`config.mk`:
```
export PLATFORM = sky130hd
export DESIGN_NAME = quadratic_bezier_tessellator
export DESIGN_NICKNAME = d
export VERILOG_FILES = /design/src/qbt_pkg.sv /design/src/qbt_div.sv /design/src/qbt_front.sv /design/src/qbt_queue.sv /design/src/qbt_back.sv /design/src/quadratic_bezier_tessellator.sv
export SDC_FILE = /design/constraint.sdc
export NUM_CORES = 2
export LEC_CHECK = 0
export BUFFER_PORTS_ARGS = -buffer_cell sky130_fd_sc_hd__buf_2
export CAP_MARGIN = 40
export CORE_MARGIN = 2
export CORE_UTILIZATION = 65
export DETAILED_ROUTE_END_ITERATION = 8
export HOLD_SLACK_MARGIN = 0.15
export PLACE_DENSITY = 0.87
export SYNTH_ARGS = -nofsm -noshare
export SYNTH_HDL_FRONTEND = slang
export SYNTH_HIERARCHICAL = 1
export SYNTH_SLANG_ARGS = --single-unit
```
`constraint.sdc`:
```
create_clock -name clk -period 10.23 [get_ports clk]
set_input_delay 2.046 -clock clk [delete_from_list [all_inputs] [get_ports clk]]
set_output_delay 2.046 -clock clk [all_outputs]
set_load 0.05 [all_outputs]
```
`src/qbt_pkg.sv`:
```
// Shared constants, payload types and job record for the quadratic Bezier tessellator.
// No dependencies; every other source file imports this package.
`default_nettype none

package qbt_pkg;

  // Field widths.
  localparam int COORD_BITS = 10;
  localparam int FRAC_BITS  = 6;
  localparam int STEP_BITS  = 6;
  localparam int SAMPLE_W   = 16;

  // Arithmetic widths of the forward-difference stepper.
  localparam int DEN_W = 2 * STEP_BITS;                        // n*n
  localparam int DIV_W = STEP_BITS + COORD_BITS + FRAC_BITS + 1; // numerator magnitude
  localparam int NUM_W = DIV_W + 1;                            // signed numerator
  localparam int ACC_W = DIV_W + 2;                            // signed quotients
  localparam int Q0_W  = COORD_BITS + FRAC_BITS;

  localparam int JOB_DEPTH  = 2;
  localparam int OBUF_DEPTH = 2;

  localparam logic [SAMPLE_W-1:0]  OUT_MAX       = '1;
  localparam logic [STEP_BITS-1:0] DEFAULT_STEPS = STEP_BITS'(40);

  // Configuration port.
  localparam int PADDR_W = 3;
  localparam int PDATA_W = 32;
  localparam logic [PADDR_W-3:0] REG_STEPS = '0;

  // Item kinds.
  localparam logic KIND_POINT = 1'b0;
  localparam logic KIND_CLEAR = 1'b1;

  // Point-chaining phase codes.
  localparam logic [1:0] PH_EMPTY = 2'd0;
  localparam logic [1:0] PH_START = 2'd1;
  localparam logic [1:0] PH_CTRL  = 2'd2;

  typedef struct packed {
    logic                  kind;
    logic [COORD_BITS-1:0] point_x;
    logic [COORD_BITS-1:0] point_y;
  } item_t;

  typedef struct packed {
    logic [SAMPLE_W-1:0] sample_x;
    logic [SAMPLE_W-1:0] sample_y;
    logic                last_sample;
  } result_t;

  // Floor quotient and non-negative remainder of a division by n*n.
  typedef struct packed {
    logic signed [ACC_W-1:0] quo;
    logic [DEN_W-1:0]        rem;
  } div_res_t;

  // Per-axis start values of the stepper.
  typedef struct packed {
    logic [Q0_W-1:0]         q0;
    logic signed [ACC_W-1:0] dq;
    logic [DEN_W-1:0]        dr;
    logic signed [ACC_W-1:0] sq;
    logic [DEN_W-1:0]        sr;
  } axis_job_t;

  typedef struct packed {
    logic [STEP_BITS-1:0] n;
    logic [DEN_W-1:0]     d;
    axis_job_t            x;
    axis_job_t            y;
  } job_t;

endpackage

`default_nettype wire

```
`src/qbt_div.sv`:
```
// Bit-serial signed divider: one quotient bit per cycle, floor result with remainder.
// Depends on qbt_pkg.
`default_nettype none

module qbt_div (
  input  logic                             clk,
  input  logic                             rst,
  input  logic                             start,
  input  logic signed [qbt_pkg::NUM_W-1:0] num,
  input  logic [qbt_pkg::DEN_W-1:0]        den,
  output logic                             busy,
  output qbt_pkg::div_res_t                res
);
  import qbt_pkg::*;

  localparam int CNT_W = $clog2(DIV_W + 1);

  logic [DIV_W-1:0]        work;
  logic [DEN_W-1:0]        rem;
  logic [DEN_W-1:0]        dsr;
  logic                    neg;
  logic [CNT_W-1:0]        cnt;
  logic signed [NUM_W-1:0] num_abs;
  logic [DEN_W:0]          shifted;
  logic                    ge;
  logic signed [ACC_W-1:0] q_pos;

  assign num_abs = num[NUM_W-1] ? -num : num;
  assign shifted = {rem, work[DIV_W-1]};
  assign ge      = shifted >= {1'b0, dsr};

  always_ff @(posedge clk) begin
    if (rst) begin
      busy <= 1'b0;
      cnt  <= '0;
    end else if (start) begin
      busy <= 1'b1;
      cnt  <= CNT_W'(DIV_W);
    end else if (busy) begin
      cnt <= cnt - 1'b1;
      if (cnt == CNT_W'(1)) begin
        busy <= 1'b0;
      end
    end
  end

  always_ff @(posedge clk) begin
    if (start) begin
      work <= num_abs[DIV_W-1:0];
      rem  <= '0;
      dsr  <= den;
      neg  <= num[NUM_W-1];
    end else if (busy) begin
      work <= {work[DIV_W-2:0], ge};
      rem  <= ge ? DEN_W'(shifted - {1'b0, dsr}) : shifted[DEN_W-1:0];
    end
  end

  // A negative numerator with a nonzero remainder rounds one further down.
  assign q_pos = $signed({{(ACC_W-DIV_W){1'b0}}, work});

  always_comb begin
    if (neg && (rem != '0)) begin
      res.quo = -q_pos - ACC_W'(1);
      res.rem = dsr - rem;
    end else if (neg) begin
      res.quo = -q_pos;
      res.rem = rem;
    end else begin
      res.quo = q_pos;
      res.rem = rem;
    end
  end

endmodule

`default_nettype wire

```
`src/qbt_front.sv`:
```
// Front end: accepts items, chains points into segments and prepares stepper jobs.
// Depends on qbt_pkg and qbt_div.
`default_nettype none

module qbt_front (
  input  logic                            clk,
  input  logic                            rst,
  input  logic [qbt_pkg::STEP_BITS-1:0]   steps,
  input  logic                            push,
  output logic                            full,
  input  qbt_pkg::item_t                  item,
  output logic                            job_push,
  input  logic                            job_full,
  output qbt_pkg::job_t                   job
);
  import qbt_pkg::*;

  typedef enum logic [3:0] {
    F_IDLE = 4'b0001,
    F_PREP = 4'b0010,
    F_DIV  = 4'b0100,
    F_PUSH = 4'b1000
  } fstate_t;

  fstate_t state, state_next;

  logic [1:0]            phase;
  logic [COORD_BITS-1:0] start_x, start_y, control_x, control_y;
  logic [COORD_BITS-1:0] seg_x0, seg_y0;
  logic [STEP_BITS-1:0]  seg_n;
  logic [DEN_W-1:0]      seg_d;
  logic [STEP_BITS-1:0]  n_eff;
  logic                  accept;
  logic                  seg_end;
  logic                  div_start;
  logic                  busy_dx, busy_dy, busy_sx, busy_sy;
  div_res_t              res_dx, res_dy, res_sx, res_sy;
  logic signed [NUM_W-1:0] num_dx, num_dy, num_sx, num_sy;

  // Second difference of the control polygon: p0 - 2*p1 + p2.
  function automatic logic signed [COORD_BITS+1:0] curvature(
    input logic [COORD_BITS-1:0] p0,
    input logic [COORD_BITS-1:0] p1,
    input logic [COORD_BITS-1:0] p2
  );
    return $signed({2'b00, p0}) - $signed({1'b0, p1, 1'b0}) + $signed({2'b00, p2});
  endfunction

  // First forward difference of the scaled numerator: 2^F * (2n(p1-p0) + curvature).
  function automatic logic signed [NUM_W-1:0] slope_num(
    input logic [COORD_BITS-1:0] p0,
    input logic [COORD_BITS-1:0] p1,
    input logic [COORD_BITS-1:0] p2,
    input logic [STEP_BITS-1:0]  n
  );
    logic signed [COORD_BITS:0]             diff;
    logic signed [COORD_BITS+STEP_BITS+1:0] prod;
    logic signed [NUM_W-1:0]                sum;
    diff = $signed({1'b0, p1}) - $signed({1'b0, p0});
    prod = (COORD_BITS+STEP_BITS+2)'(diff) * $signed({{(COORD_BITS+2){1'b0}}, n});
    sum  = NUM_W'(prod <<< 1) + NUM_W'(curvature(p0, p1, p2));
    return sum <<< FRAC_BITS;
  endfunction

  assign accept  = push && !full;
  assign full    = (state != F_IDLE);
  assign seg_end = accept && (item.kind == KIND_POINT) && (phase == PH_CTRL);
  assign n_eff   = (steps == '0) ? STEP_BITS'(1) : steps;

  always_ff @(posedge clk) begin
    if (rst) begin
      state     <= F_IDLE;
      phase     <= PH_EMPTY;
      start_x   <= '0;
      start_y   <= '0;
      control_x <= '0;
      control_y <= '0;
    end else begin
      state <= state_next;
      if (accept) begin
        if (item.kind == KIND_CLEAR) begin
          phase <= PH_EMPTY;
        end else if (phase == PH_START) begin
          control_x <= item.point_x;
          control_y <= item.point_y;
          phase     <= PH_CTRL;
        end else begin
          start_x <= item.point_x;
          start_y <= item.point_y;
          phase   <= PH_START;
        end
      end
    end
  end

  // The old start point is kept aside; the new end point becomes the next start.
  always_ff @(posedge clk) begin
    if (seg_end) begin
      seg_x0 <= start_x;
      seg_y0 <= start_y;
      seg_n  <= n_eff;
      seg_d  <= DEN_W'(n_eff) * DEN_W'(n_eff);
    end
  end

  always_comb begin
    state_next = state;
    case (state)
      F_IDLE: begin
        if (seg_end) begin
          state_next = F_PREP;
        end
      end
      F_PREP: begin
        state_next = F_DIV;
      end
      F_DIV: begin
        if (!(busy_dx || busy_dy || busy_sx || busy_sy)) begin
          state_next = F_PUSH;
        end
      end
      F_PUSH: begin
        if (!job_full) begin
          state_next = F_IDLE;
        end
      end
      default: begin
        state_next = F_IDLE;
      end
    endcase
  end

  assign div_start = (state == F_PREP);

  assign num_dx = slope_num(seg_x0, control_x, start_x, seg_n);
  assign num_dy = slope_num(seg_y0, control_y, start_y, seg_n);
  assign num_sx = NUM_W'(curvature(seg_x0, control_x, start_x)) <<< (FRAC_BITS + 1);
  assign num_sy = NUM_W'(curvature(seg_y0, control_y, start_y)) <<< (FRAC_BITS + 1);

  qbt_div u_div_dx (
    .clk(clk), .rst(rst), .start(div_start), .num(num_dx), .den(seg_d),
    .busy(busy_dx), .res(res_dx)
  );
  qbt_div u_div_dy (
    .clk(clk), .rst(rst), .start(div_start), .num(num_dy), .den(seg_d),
    .busy(busy_dy), .res(res_dy)
  );
  qbt_div u_div_sx (
    .clk(clk), .rst(rst), .start(div_start), .num(num_sx), .den(seg_d),
    .busy(busy_sx), .res(res_sx)
  );
  qbt_div u_div_sy (
    .clk(clk), .rst(rst), .start(div_start), .num(num_sy), .den(seg_d),
    .busy(busy_sy), .res(res_sy)
  );

  assign job_push = (state == F_PUSH) && !job_full;

  always_comb begin
    job.n    = seg_n;
    job.d    = seg_d;
    job.x.q0 = Q0_W'(seg_x0) << FRAC_BITS;
    job.x.dq = res_dx.quo;
    job.x.dr = res_dx.rem;
    job.x.sq = res_sx.quo;
    job.x.sr = res_sx.rem;
    job.y.q0 = Q0_W'(seg_y0) << FRAC_BITS;
    job.y.dq = res_dy.quo;
    job.y.dr = res_dy.rem;
    job.y.sq = res_sy.quo;
    job.y.sr = res_sy.rem;
  end

endmodule

`default_nettype wire

```
`src/qbt_queue.sv`:
```
// Short job queue between the front end and the sample stepper.
// Depends on qbt_pkg.
`default_nettype none

module qbt_queue (
  input  logic          clk,
  input  logic          rst,
  input  logic          push,
  input  qbt_pkg::job_t wdata,
  output logic          full,
  input  logic          pop,
  output qbt_pkg::job_t rdata,
  output logic          empty
);
  import qbt_pkg::*;

  localparam int PTR_W = (JOB_DEPTH > 1) ? $clog2(JOB_DEPTH) : 1;
  localparam int CNT_W = $clog2(JOB_DEPTH + 1);

  job_t             mem [JOB_DEPTH];
  logic [PTR_W-1:0] wr_ptr, rd_ptr;
  logic [CNT_W-1:0] count;
  logic             do_push, do_pop;

  assign full    = (count == CNT_W'(JOB_DEPTH));
  assign empty   = (count == '0);
  assign do_push = push && !full;
  assign do_pop  = pop && !empty;
  assign rdata   = mem[rd_ptr];

  always_ff @(posedge clk) begin
    if (rst) begin
      wr_ptr <= '0;
      rd_ptr <= '0;
      count  <= '0;
    end else begin
      if (do_push) begin
        wr_ptr <= (wr_ptr == PTR_W'(JOB_DEPTH - 1)) ? '0 : wr_ptr + 1'b1;
      end
      if (do_pop) begin
        rd_ptr <= (rd_ptr == PTR_W'(JOB_DEPTH - 1)) ? '0 : rd_ptr + 1'b1;
      end
      if (do_push && !do_pop) begin
        count <= count + 1'b1;
      end else if (do_pop && !do_push) begin
        count <= count - 1'b1;
      end
    end
  end

  always_ff @(posedge clk) begin
    if (do_push) begin
      mem[wr_ptr] <= wdata;
    end
  end

endmodule

`default_nettype wire

```
`src/qbt_back.sv`:
```
// Sample stepper: walks a segment by exact forward differences into a small result
// buffer, one sample per cycle while that buffer has room. Depends on qbt_pkg.
`default_nettype none

module qbt_back (
  input  logic             clk,
  input  logic             rst,
  input  logic             job_empty,
  output logic             job_pop,
  input  qbt_pkg::job_t    job,
  output logic             empty,
  input  logic             pop,
  output qbt_pkg::result_t result
);
  import qbt_pkg::*;

  localparam int OPTR_W = (OBUF_DEPTH > 1) ? $clog2(OBUF_DEPTH) : 1;
  localparam int OCNT_W = $clog2(OBUF_DEPTH + 1);

  typedef enum logic [1:0] {
    B_IDLE = 2'b01,
    B_RUN  = 2'b10
  } bstate_t;

  // Sample kept as quotient and remainder of a division by n*n.
  typedef struct packed {
    logic signed [ACC_W-1:0] q;
    logic [DEN_W-1:0]        r;
    logic signed [ACC_W-1:0] dq;
    logic [DEN_W-1:0]        dr;
    logic signed [ACC_W-1:0] sq;
    logic [DEN_W-1:0]        sr;
  } axis_run_t;

  bstate_t              state;
  axis_run_t            ax, ay;
  logic [STEP_BITS-1:0] j, n;
  logic [DEN_W-1:0]     d;
  result_t              sample;
  logic                 run_push;
  logic                 last;

  result_t               obuf [OBUF_DEPTH];
  logic [OPTR_W-1:0]     owr, ord;
  logic [OCNT_W-1:0]     ocount;
  logic                  opop;

  function automatic axis_run_t step_axis(input axis_run_t a, input logic [DEN_W-1:0] den);
    axis_run_t      o;
    logic [DEN_W:0] rs, drs;
    logic           c, c2;
    rs   = {1'b0, a.r} + {1'b0, a.dr};
    c    = rs >= {1'b0, den};
    drs  = {1'b0, a.dr} + {1'b0, a.sr};
    c2   = drs >= {1'b0, den};
    o.r  = c ? DEN_W'(rs - {1'b0, den}) : rs[DEN_W-1:0];
    o.q  = a.q + a.dq + $signed({{(ACC_W-1){1'b0}}, c});
    o.dr = c2 ? DEN_W'(drs - {1'b0, den}) : drs[DEN_W-1:0];
    o.dq = a.dq + a.sq + $signed({{(ACC_W-1){1'b0}}, c2});
    o.sq = a.sq;
    o.sr = a.sr;
    return o;
  endfunction

  function automatic axis_run_t load_axis(input axis_job_t a, input logic [DEN_W-1:0] den);
    axis_run_t o;
    o.q  = $signed({{(ACC_W-Q0_W){1'b0}}, a.q0});
    o.r  = den >> 1;
    o.dq = a.dq;
    o.dr = a.dr;
    o.sq = a.sq;
    o.sr = a.sr;
    return o;
  endfunction

  function automatic logic [SAMPLE_W-1:0] sat(input logic signed [ACC_W-1:0] q);
    return (q > $signed(ACC_W'(OUT_MAX))) ? OUT_MAX : q[SAMPLE_W-1:0];
  endfunction

  assign job_pop  = (state == B_IDLE) && !job_empty;
  assign run_push = (state == B_RUN) && (ocount != OCNT_W'(OBUF_DEPTH));
  assign last     = (j == n);

  assign sample.sample_x    = sat(ax.q);
  assign sample.sample_y    = sat(ay.q);
  assign sample.last_sample = last;

  always_ff @(posedge clk) begin
    if (rst) begin
      state <= B_IDLE;
    end else begin
      case (state)
        B_IDLE: begin
          if (job_pop) begin
            state <= B_RUN;
          end
        end
        B_RUN: begin
          if (run_push && last) begin
            state <= B_IDLE;
          end
        end
        default: begin
          state <= B_IDLE;
        end
      endcase
    end
  end

  always_ff @(posedge clk) begin
    if (job_pop) begin
      ax <= load_axis(job.x, job.d);
      ay <= load_axis(job.y, job.d);
      j  <= '0;
      n  <= job.n;
      d  <= job.d;
    end else if (run_push && !last) begin
      ax <= step_axis(ax, d);
      ay <= step_axis(ay, d);
      j  <= j + 1'b1;
    end
  end

  // Result buffer.
  assign empty  = (ocount == '0);
  assign opop   = pop && !empty;
  assign result = obuf[ord];

  always_ff @(posedge clk) begin
    if (rst) begin
      owr    <= '0;
      ord    <= '0;
      ocount <= '0;
    end else begin
      if (run_push) begin
        owr <= (owr == OPTR_W'(OBUF_DEPTH - 1)) ? '0 : owr + 1'b1;
      end
      if (opop) begin
        ord <= (ord == OPTR_W'(OBUF_DEPTH - 1)) ? '0 : ord + 1'b1;
      end
      if (run_push && !opop) begin
        ocount <= ocount + 1'b1;
      end else if (opop && !run_push) begin
        ocount <= ocount - 1'b1;
      end
    end
  end

  always_ff @(posedge clk) begin
    if (run_push) begin
      obuf[owr] <= sample;
    end
  end

endmodule

`default_nettype wire

```
`src/quadratic_bezier_tessellator.sv`:
```
// Top level of the quadratic Bezier tessellator: configuration register and block wiring.
// Depends on qbt_pkg, qbt_front, qbt_queue and qbt_back.
`default_nettype none

// Points are pushed one transaction at a time and chained into quadratic segments that
// share end points: the first point is a start, the next a control point, and the point
// after that ends the segment and starts the next one, which again takes a control point.
// A clear transaction forgets all points and produces nothing. Each segment end yields
// segment_steps+1 samples in 1/64 pixel, rounded to nearest, with last_sample set on the
// final one; a segment_steps value of zero acts as one. Points that do not end a segment
// and clears leave the front end ready. A segment end first occupies the front end while
// the four bit-serial dividers (one quotient bit per cycle) turn the curve into exact
// forward differences; the job then waits in a two-entry queue for the stepper, which
// loads it and then emits one sample per cycle while the result buffer has room.
// Front end and stepper overlap, so the front end can prepare the next segment while
// the stepper samples. Results wait in a two-entry buffer, so a stalled consumer holds
// the stepper, and the front end once the job queue is full. segment_steps resets to 40.
// segment_steps sits at byte address 0 of the register port and must be written only
// while no results are outstanding. There is no clearing pass after reset.

module quadratic_bezier_tessellator (
  input  logic                          clk,
  input  logic                          rst,
  input  logic                          psel,
  input  logic                          penable,
  input  logic                          pwrite,
  input  logic [qbt_pkg::PADDR_W-1:0]   paddr,
  input  logic [qbt_pkg::PDATA_W-1:0]   pwdata,
  output logic [qbt_pkg::PDATA_W-1:0]   prdata,
  output logic                          pready,
  input  logic                          push,
  output logic                          full,
  input  qbt_pkg::item_t                item,
  output logic                          empty,
  input  logic                          pop,
  output qbt_pkg::result_t              result
);
  import qbt_pkg::*;

  logic [STEP_BITS-1:0] segment_steps;
  logic                 reg_hit;
  logic                 job_push, job_full, job_pop, job_empty;
  job_t                 job_in, job_out;

  // Register port: no wait states; the upper address bits pick the register.
  assign pready  = 1'b1;
  assign reg_hit = (paddr[PADDR_W-1:2] == REG_STEPS);
  assign prdata  = reg_hit ? {{(PDATA_W-STEP_BITS){1'b0}}, segment_steps} : '0;

  always_ff @(posedge clk) begin
    if (rst) begin
      segment_steps <= DEFAULT_STEPS;
    end else if (psel && penable && pwrite && pready && reg_hit) begin
      segment_steps <= pwdata[STEP_BITS-1:0];
    end
  end

  // The front end classifies each transaction and builds a stepper job on segment ends.
  qbt_front u_front (
    .clk      (clk),
    .rst      (rst),
    .steps    (segment_steps),
    .push     (push),
    .full     (full),
    .item     (item),
    .job_push (job_push),
    .job_full (job_full),
    .job      (job_in)
  );

  // Jobs queue up so the front end can prepare the next segment during sampling.
  qbt_queue u_queue (
    .clk   (clk),
    .rst   (rst),
    .push  (job_push),
    .wdata (job_in),
    .full  (job_full),
    .pop   (job_pop),
    .rdata (job_out),
    .empty (job_empty)
  );

  // The stepper emits one sample per cycle into the result buffer while it has room.
  qbt_back u_back (
    .clk       (clk),
    .rst       (rst),
    .job_empty (job_empty),
    .job_pop   (job_pop),
    .job       (job_out),
    .empty     (empty),
    .pop       (pop),
    .result    (result)
  );

  // A clear never starts segment work, so the front end stays ready after it.
  a_clear_keeps_ready: assert property (@(posedge clk) disable iff (rst)
    (push && !full && (item.kind == KIND_CLEAR)) |=> !full)
    else $error("front end went busy after a clear transaction");

  // The front end only hands over a job when the queue has room.
  a_job_push_room: assert property (@(posedge clk) disable iff (rst)
    job_push |-> !job_full)
    else $error("job pushed into a full queue");

  // The stepper only takes a job that is present.
  a_job_pop_present: assert property (@(posedge clk) disable iff (rst)
    job_pop |-> !job_empty)
    else $error("job popped from an empty queue");

  // Reset leaves no result waiting.
  a_reset_empty: assert property (@(posedge clk)
    rst |=> empty)
    else $error("result buffer not empty after reset");

endmodule

`default_nettype wire
```
Word level (Yosys, flattened, before mapping)
Memory sizes are Yosys's and may differ from the RTL's. A register that Yosys moved wholly into a read port is not among the register bits.
Index checks and enable logic that the tools add are counted.
{"block": "op_classes", "n_mul": 3, "n_eq_ne": 21, "n_reduce_logical": 53, "bitwise": 3, "n_addsub": 57, "mux": 81, "order_cmp": 10}
{"op": "102-bit two-way mux", "n": 4}
{"op": "37-bit two-way mux", "n": 8}
{"op": "23-bit two-way mux", "n": 12}
{"op": "12-bit subtractor", "n": 12}
{"op": "13-bit by 12-bit greater-or-equal comparator with 1-bit output", "n": 8}
{"op": "25-bit by 2-bit adder with 25-bit output", "n": 4}
{"op": "25-bit adder", "n": 4}
{"op": "23-bit negation with 25-bit output", "n": 4}
{"op": "25-bit by 2-bit subtractor with 25-bit output, second input constant", "n": 4}
{"op": "12-bit two-way mux", "n": 8}
{"op": "12-bit by 12-bit adder with 13-bit output", "n": 4}
{"op": "25-bit by 17-bit > comparator with 1-bit output, second input constant", "n": 2}
{"op": "12-bit nonzero test", "n": 4}
{"op": "19-bit negation with 23-bit output", "n": 2}
{"op": "23-bit negation", "n": 2}
{"op": "5-bit two-way mux", "n": 8}
{"op": "18-bit by 12-bit adder with 18-bit output", "n": 2}
{"op": "11-bit by 7-bit multiplier with 17-bit output", "n": 2}
{"op": "16-bit two-way mux", "n": 2}
{"op": "12-bit by 11-bit adder with 12-bit output", "n": 2}
{"op": "1-bit two-way mux", "n": 24}
{"op": "10-bit by 11-bit subtractor with 12-bit output", "n": 2}
{"op": "1-bit logical AND", "n": 22}
{"op": "10-bit by 10-bit subtractor with 11-bit output", "n": 2}
{"op": "other kinds (31)", "n": 80}
{"block": "totals", "n_memories": 2, "in_bits": 63, "wordCells": 292, "output_inout_bits": 68, "ff_bits": 526, "ram_bits": 438}
{"name": "u_queue.mem", "depth": 2, "word_bits": 186, "rd": 1, "rd_ports_with_merged_regs": 1, "wr": 1, "line": "qbt_queue.sv:20", "rtl": "job_t mem [JOB_DEPTH];"}
{"name": "u_back.obuf", "depth": 2, "word_bits": 33, "rd": 1, "rd_ports_with_merged_regs": 1, "wr": 1, "line": "qbt_back.sv:43", "rtl": "result_t obuf [OBUF_DEPTH];"}

Longest topological paths before layout
{"block": "depth", "word_depth": 8, "ltp_mapped": 40, "mapped_depth_nobuf": 40}

Cells and area by module
Netlist, hierarchy kept.
{"module": "qbt_back", "seq_area_each_um2": 9248.9, "area_each_um2": 21064.0, "instances": 1, "cells_each": 2024}
{"module": "qbt_div at u_front.u_div_dx ...", "seq_area_each_um2": 1441.4, "area_each_um2": 5416.4, "instances": 3, "cells_each": 656}
{"module": "qbt_queue", "seq_area_each_um2": 11991.5, "area_each_um2": 14919.3, "instances": 1, "cells_each": 641}
{"module": "qbt_front", "seq_area_each_um2": 2001.9, "area_each_um2": 11960.2, "instances": 1, "cells_each": 1410}
{"module": "qbt_div at u_front.u_div_sy", "seq_area_each_um2": 1441.4, "area_each_um2": 5271.3, "instances": 1, "cells_each": 655}
{"module": "quadratic_bezier_tessellator", "seq_area_each_um2": 120.1, "area_each_um2": 533.0, "instances": 1, "cells_each": 62}

Least setup slack after synthesis
OpenSTA, ideal clock, no wires.
{"block": "synth_path", "path_kind": "reg-to-reg", "startpoint": "register u_front.seg_x0[1]", "endpoint": "register u_front.u_div_dx.work[9] (data pin)", "path_buffers": 2, "arrival_time_ns": 7.724, "period_less_slack_ns": 7.994, "slack_ns": 2.236, "t_required_ns": 9.960, "path_stages_with_launch": 40, "setup_time_ns": 0.270, "path_cell_list": "edfxtp_1 > inv_1 > ha_1 > nor2b_1 > o21ai_0 > a21boi_0 > o21ai_0 > nand2_1 > xor2_1 > and2_1 > fa_1 > inv_1 > fa_1 > inv_1 > fa_1 > inv_1 > fa_1 > inv_1 > [4 not listed] > a21oi_1 > inv_1 > a21oi_1 > xnor2_1 > ha_1 > o21a_1 > o21a_1 > o22ai_1 > a31oi_1 > a22o_1 > nor3_1 > xnor2_1 > xnor3_1 > clkbuf_1 > clkbuf_1 > o41ai_1 > xor2_1 > a21oi_1"}
{"block": "synth_between", "elab_cells_between_ends": 8, "classes_between": "5 x add/sub; 1 x mul; 2 x mux"}
{"element": "start: declaration", "line": "qbt_front.sv:29", "rtl": "logic [COORD_BITS-1:0] seg_x0, seg_y0;"}
{"element": "start signal: assignment", "line": "qbt_front.sv:99", "rtl": "seg_x0 <= start_x;"}
{"element": "10-bit by 10-bit subtractor with 11-bit output or 10-bit by 11-bit subtractor with 12-bit output (tied branches)", "line": "qbt_front.sv:59, qbt_front.sv:46"}
{"element": "11-bit by 7-bit multiplier with 17-bit output or 12-bit by 11-bit adder with 12-bit output (tied branches)", "line": "qbt_front.sv:60, qbt_front.sv:46"}
{"element": "18-bit by 12-bit adder with 18-bit output (*)", "line": "qbt_front.sv:61", "rtl": "sum = NUM_W'(prod <<< 1) + NUM_W'(curvature(p0, p1, p2));"}
{"element": "via u_front.num_dx[23]", "line": "qbt_front.sv:38", "rtl": "logic signed [NUM_W-1:0] num_dx, num_dy, num_sx, num_sy;"}
{"element": "23-bit two-way mux (*)", "line": "qbt_div.sv:28", "rtl": "assign num_abs = num[NUM_W-1] ? -num : num;"}
{"element": "23-bit two-way mux (*)", "line": "qbt_div.sv:48", "rtl": "if (start) begin"}
{"element": "end signal: assignment", "line": "qbt_div.sv:49", "rtl": "work <= num_abs[DIV_W-1:0];"}
{"element": "end signal: assignment", "line": "qbt_div.sv:54", "rtl": "work <= {work[DIV_W-2:0], ge};"}
{"element": "end: declaration", "line": "qbt_div.sv:18", "rtl": "logic [DIV_W-1:0] work;"}
Mark *: on every way through the listed nets, which the timed path passes. The rest lies on a longest branch.
A chain may end at the register's enable or synchronous reset.

Final worst setup path
{"block": "layout_path", "startpoint": "register u_front.seg_x0[1]", "endpoint": "register u_front.u_div_dx.work[21] (data pin)"}
The elaborated chain is that of the path after synthesis.

==> run metrics <==
run status=completed; largest net degree at the start of global routing=186; maximum vdd drop=0.000166 V; initial core utilization=0.655; Max Fanout on Critical Path=15; static leakage=29.3 nW; CP endpoint kind=flop; EDFF count, synth=862; WS Path Type=flop to flop; Seq/Total Area, Yosys=0.416; Post CTS Setup Buffer Count=0; top cell type's share of synthesized area=0.370; measured slew at the worst slew-check pin=1.03 ns; type of origin of the critical path=flop; RSZ-0062 raised after global routing=no; CTS Hold Bufs=0; Total Routed Length=171,000 um; layout cells sized above 1=0.109; Hold Path Class=flop to flop; proportion of synthesized area in mux cells=0.0600; CTS Root Cell=clkbuf_16; Hold Fails Final Rpt=0; RR Endpoint=u_front/u_div_dx/work[21]$_DFFE_PP_; Die Y=332 um; Die ar.=110,000 um^2; Hold EP=u_front/seg_x0[8]$_DFFE_PP_; routability cong.=0.940; CP Data Required Time=10.69 ns; Die W=332 um; FF-to-FF path depth=37; Synth Area in Compound Gates=0.127; Cells after DPL=8,109; Synth Warn #=6; Worst Clk Skew=0.0324 ns; area leader, netlist=edfxtp_1; Reg clk slew, reported paths=0.06 ns; Commonest cells post-synth=862 x edfxtp_1, 562 x nand2_1, 505 x inv_1; mapped cell area=70,000 um^2; Syn Area/Cell=10.4 um^2; H-tree levels=3; port bufs=75; CTS tree=done; DRT iter0 DRCs=5,645; antenna violations before repair=3; CTS Buf Count=106; DPL Wire Length=122,000 um; Antenna Nets Post-Route=0; Post-Synth XOR/XNOR Area=0.0703; main combinational cell family by area after synthesis=simple AND/OR/NAND/NOR gates; Setup TNS Final=0 ns; Finished Layout Cells=8,312; post-synthesis register bit count=1,024; pwr dens=179 nW/um^2; number of global-route vias before repair=50,159; fin util=0.705; global-route wire length before repair=270,000 um; min-delay src=u_front/start_x[8]$_SDFFE_PP0P_; prevailing post-synth register cell=edfxtp_1; dominant cell by count in the synthesized netlist=edfxtp_1; simple-gate portion of the synthesized area=0.153; cell mode on critical path=inv_1; Residual DRC=0; reg-to-reg slack, setup=0.97 ns; deepest clock path buffer count=3; worst hold stages=0; Top Ports=131; Nets=7,477; max incr delay on CP=0.54 ns; Slew Limit Fails=0; worst reg2reg startpoint=u_front/seg_x0[1]$_DFFE_PP_; core box area=107,000 um^2; Post-Synthesis Cells=6,760; # rows=120; Area Overhead vs Synth=7.65%; GR Util All Layers=0.304; grt ovf=0; Achievable Freq=108 MHz; Critical Path Slowest Stage Cell=fa_1; relative slew slack=0.313; top post-synthesis cells by area=edfxtp_1 37%, ha_1 8.1%, dfxtp_1 4.6%; adder-cell share of the synthesized area=0.123; Final setup viols=0; Post-synth ARST share=0; routed length per instance=20.6 um; max_cap viols=0; Vias=52,185; clk_lat worst skew=0.72 ns; Tcrit/Tclk final=0.906; Avg Vias per Cell=6.28; DR pass1 iterations=7; post-synthesis cell type count=123; Crit path arrival time=9.72 ns; clock sinks=1,024; CTS resizes=0; Final min period=9.26 ns
-- stage by stage --
| stage | setup WS, ns | total power [mW] | hold WS (ns) | cell area, um^2 |
|---|---|---|---|---|
| finish | 0.965 | 13.5 | 0.459 | 75300 |
| global route | 0.401 | 14.2 | 0.473 | 75300 |
| CTS | 1.02 | 13.4 | 0.460 | 75300 |
| detailed placement | 1.11 | 9.37 | 0.447 | 71700 |
| global placement | 1.29 | 9.15 | 0.443 | 71300 |
| floorplan | 2.24 | 8.46 | 0.430 | 70500 |
-- worst max-delay path, delay by kind of cell (launching register included) --
kind / cells / cell delay (ns)
multiplexers: 1 / 0.27
AO/OA/AOI/OAI: 11 / 2.27
AND/OR/NAND/NOR: 8 / 1.68
flip-flops: 1 / 0.40
XOR/XNOR: 4 / 0.85
adder cells (fa/ha/maj): 7 / 2.92
buffers and inverters: 6 / 0.62
-- cell usage in the layout, fill, tap and decap left out, drive strengths merged, types with 19 or more instances in the layout --
master / n
o31ai: 65
clkinv: 36
mux2i: 97
nor2: 389
or2: 73
nand2: 562
a21o: 88
and3: 53
o21bai: 25
nand3: 127
o21a: 64
nor3: 132
nand2b: 75
clkbuf: 134
or3: 48
dfxtp: 162
and2: 191
edfxtp: 862
o211ai: 31
nor4: 95
conb: 129
fa: 144
xor2: 234
nand4: 64
xnor2: 323
inv: 515
a211oi: 84
ha: 455
a31oi: 38
nor3b: 21
nor2b: 84
nand3b: 19
mux2: 253
or4: 48
a21oi: 422
buf: 123
o21ai: 363
-- cell families after synthesis --
group                      after synthesis
and+or+nand+nor                       2029
adders and majority gates              599
AOI/OAI and AO/OA                     1386
DFF                                   1024
other                                    3
muxes                                  350
xor gates and xnor gates               559
buffers and inverters                  810
-- layout make-up --
type	instances	area, um^2
clock inverter	66	803
timing repair buffer	123	1020
clock buffer	134	2850
antenna	2	5.00
sequential	1024	29100
fill	7334	31600
multi-input combinational	5052	37900
tap	1403	1760
inverter	508	1920
-- routing by layer --
layer  vias to the layer above  track usage  part of all wire
met5                         -            0          0.000076
met2                      2464        0.480              0.46
met4                         2        0.102             0.032
met1                     25120        0.430              0.42
li1                      24259            -                 -
met3                       340       0.0451             0.093
-- state kept, by name, indices dropped and copies added (netlist names), 23 cells and up, named ones only --
| signal | count |
|---|---|
| u_back/obuf | 66 |
| u_front/u_div_dy/work | 23 |
| u_front/u_div_sx/work | 23 |
| u_front/u_div_dx/work | 23 |
| u_queue/mem | 396 |
| u_front/u_div_sy/work | 23 |
| u_back/ay | 111 |
| u_back/ax | 111 |
-- where the power goes --
part	internal, mW	switching (mW)	total (mW)
registers	4.71	0.236	4.95
logic	1.87	2.65	4.53
clock network	2.33	1.71	4.04
-- worst max path at each step --
stage | startpoint | endpoint | slack (ns) | cells past startpoint
final | u_front/seg_x0[1]$_DFFE_PP_ | u_front/u_div_dx/work[21]$_DFFE_PP_ | 0.97 | 37
after global placement | u_front/seg_x0[1]$_DFFE_PP_ | u_front/u_div_dx/work[21]$_DFFE_PP_ | 1.29 | 40
after detailed placement | u_front/seg_x0[1]$_DFFE_PP_ | u_front/u_div_dx/work[21]$_DFFE_PP_ | 1.11 | 37
after floorplan | u_front/seg_x0[1]$_DFFE_PP_ | u_front/u_div_dx/work[9]$_DFFE_PP_ | 2.24 | 39
after global routing | u_front/seg_x0[1]$_DFFE_PP_ | u_front/u_div_dx/work[21]$_DFFE_PP_ | 0.40 | 37
after CTS | u_front/seg_x0[1]$_DFFE_PP_ | u_front/u_div_dx/work[21]$_DFFE_PP_ | 1.02 | 37
(Power assumes the default switching activity.)
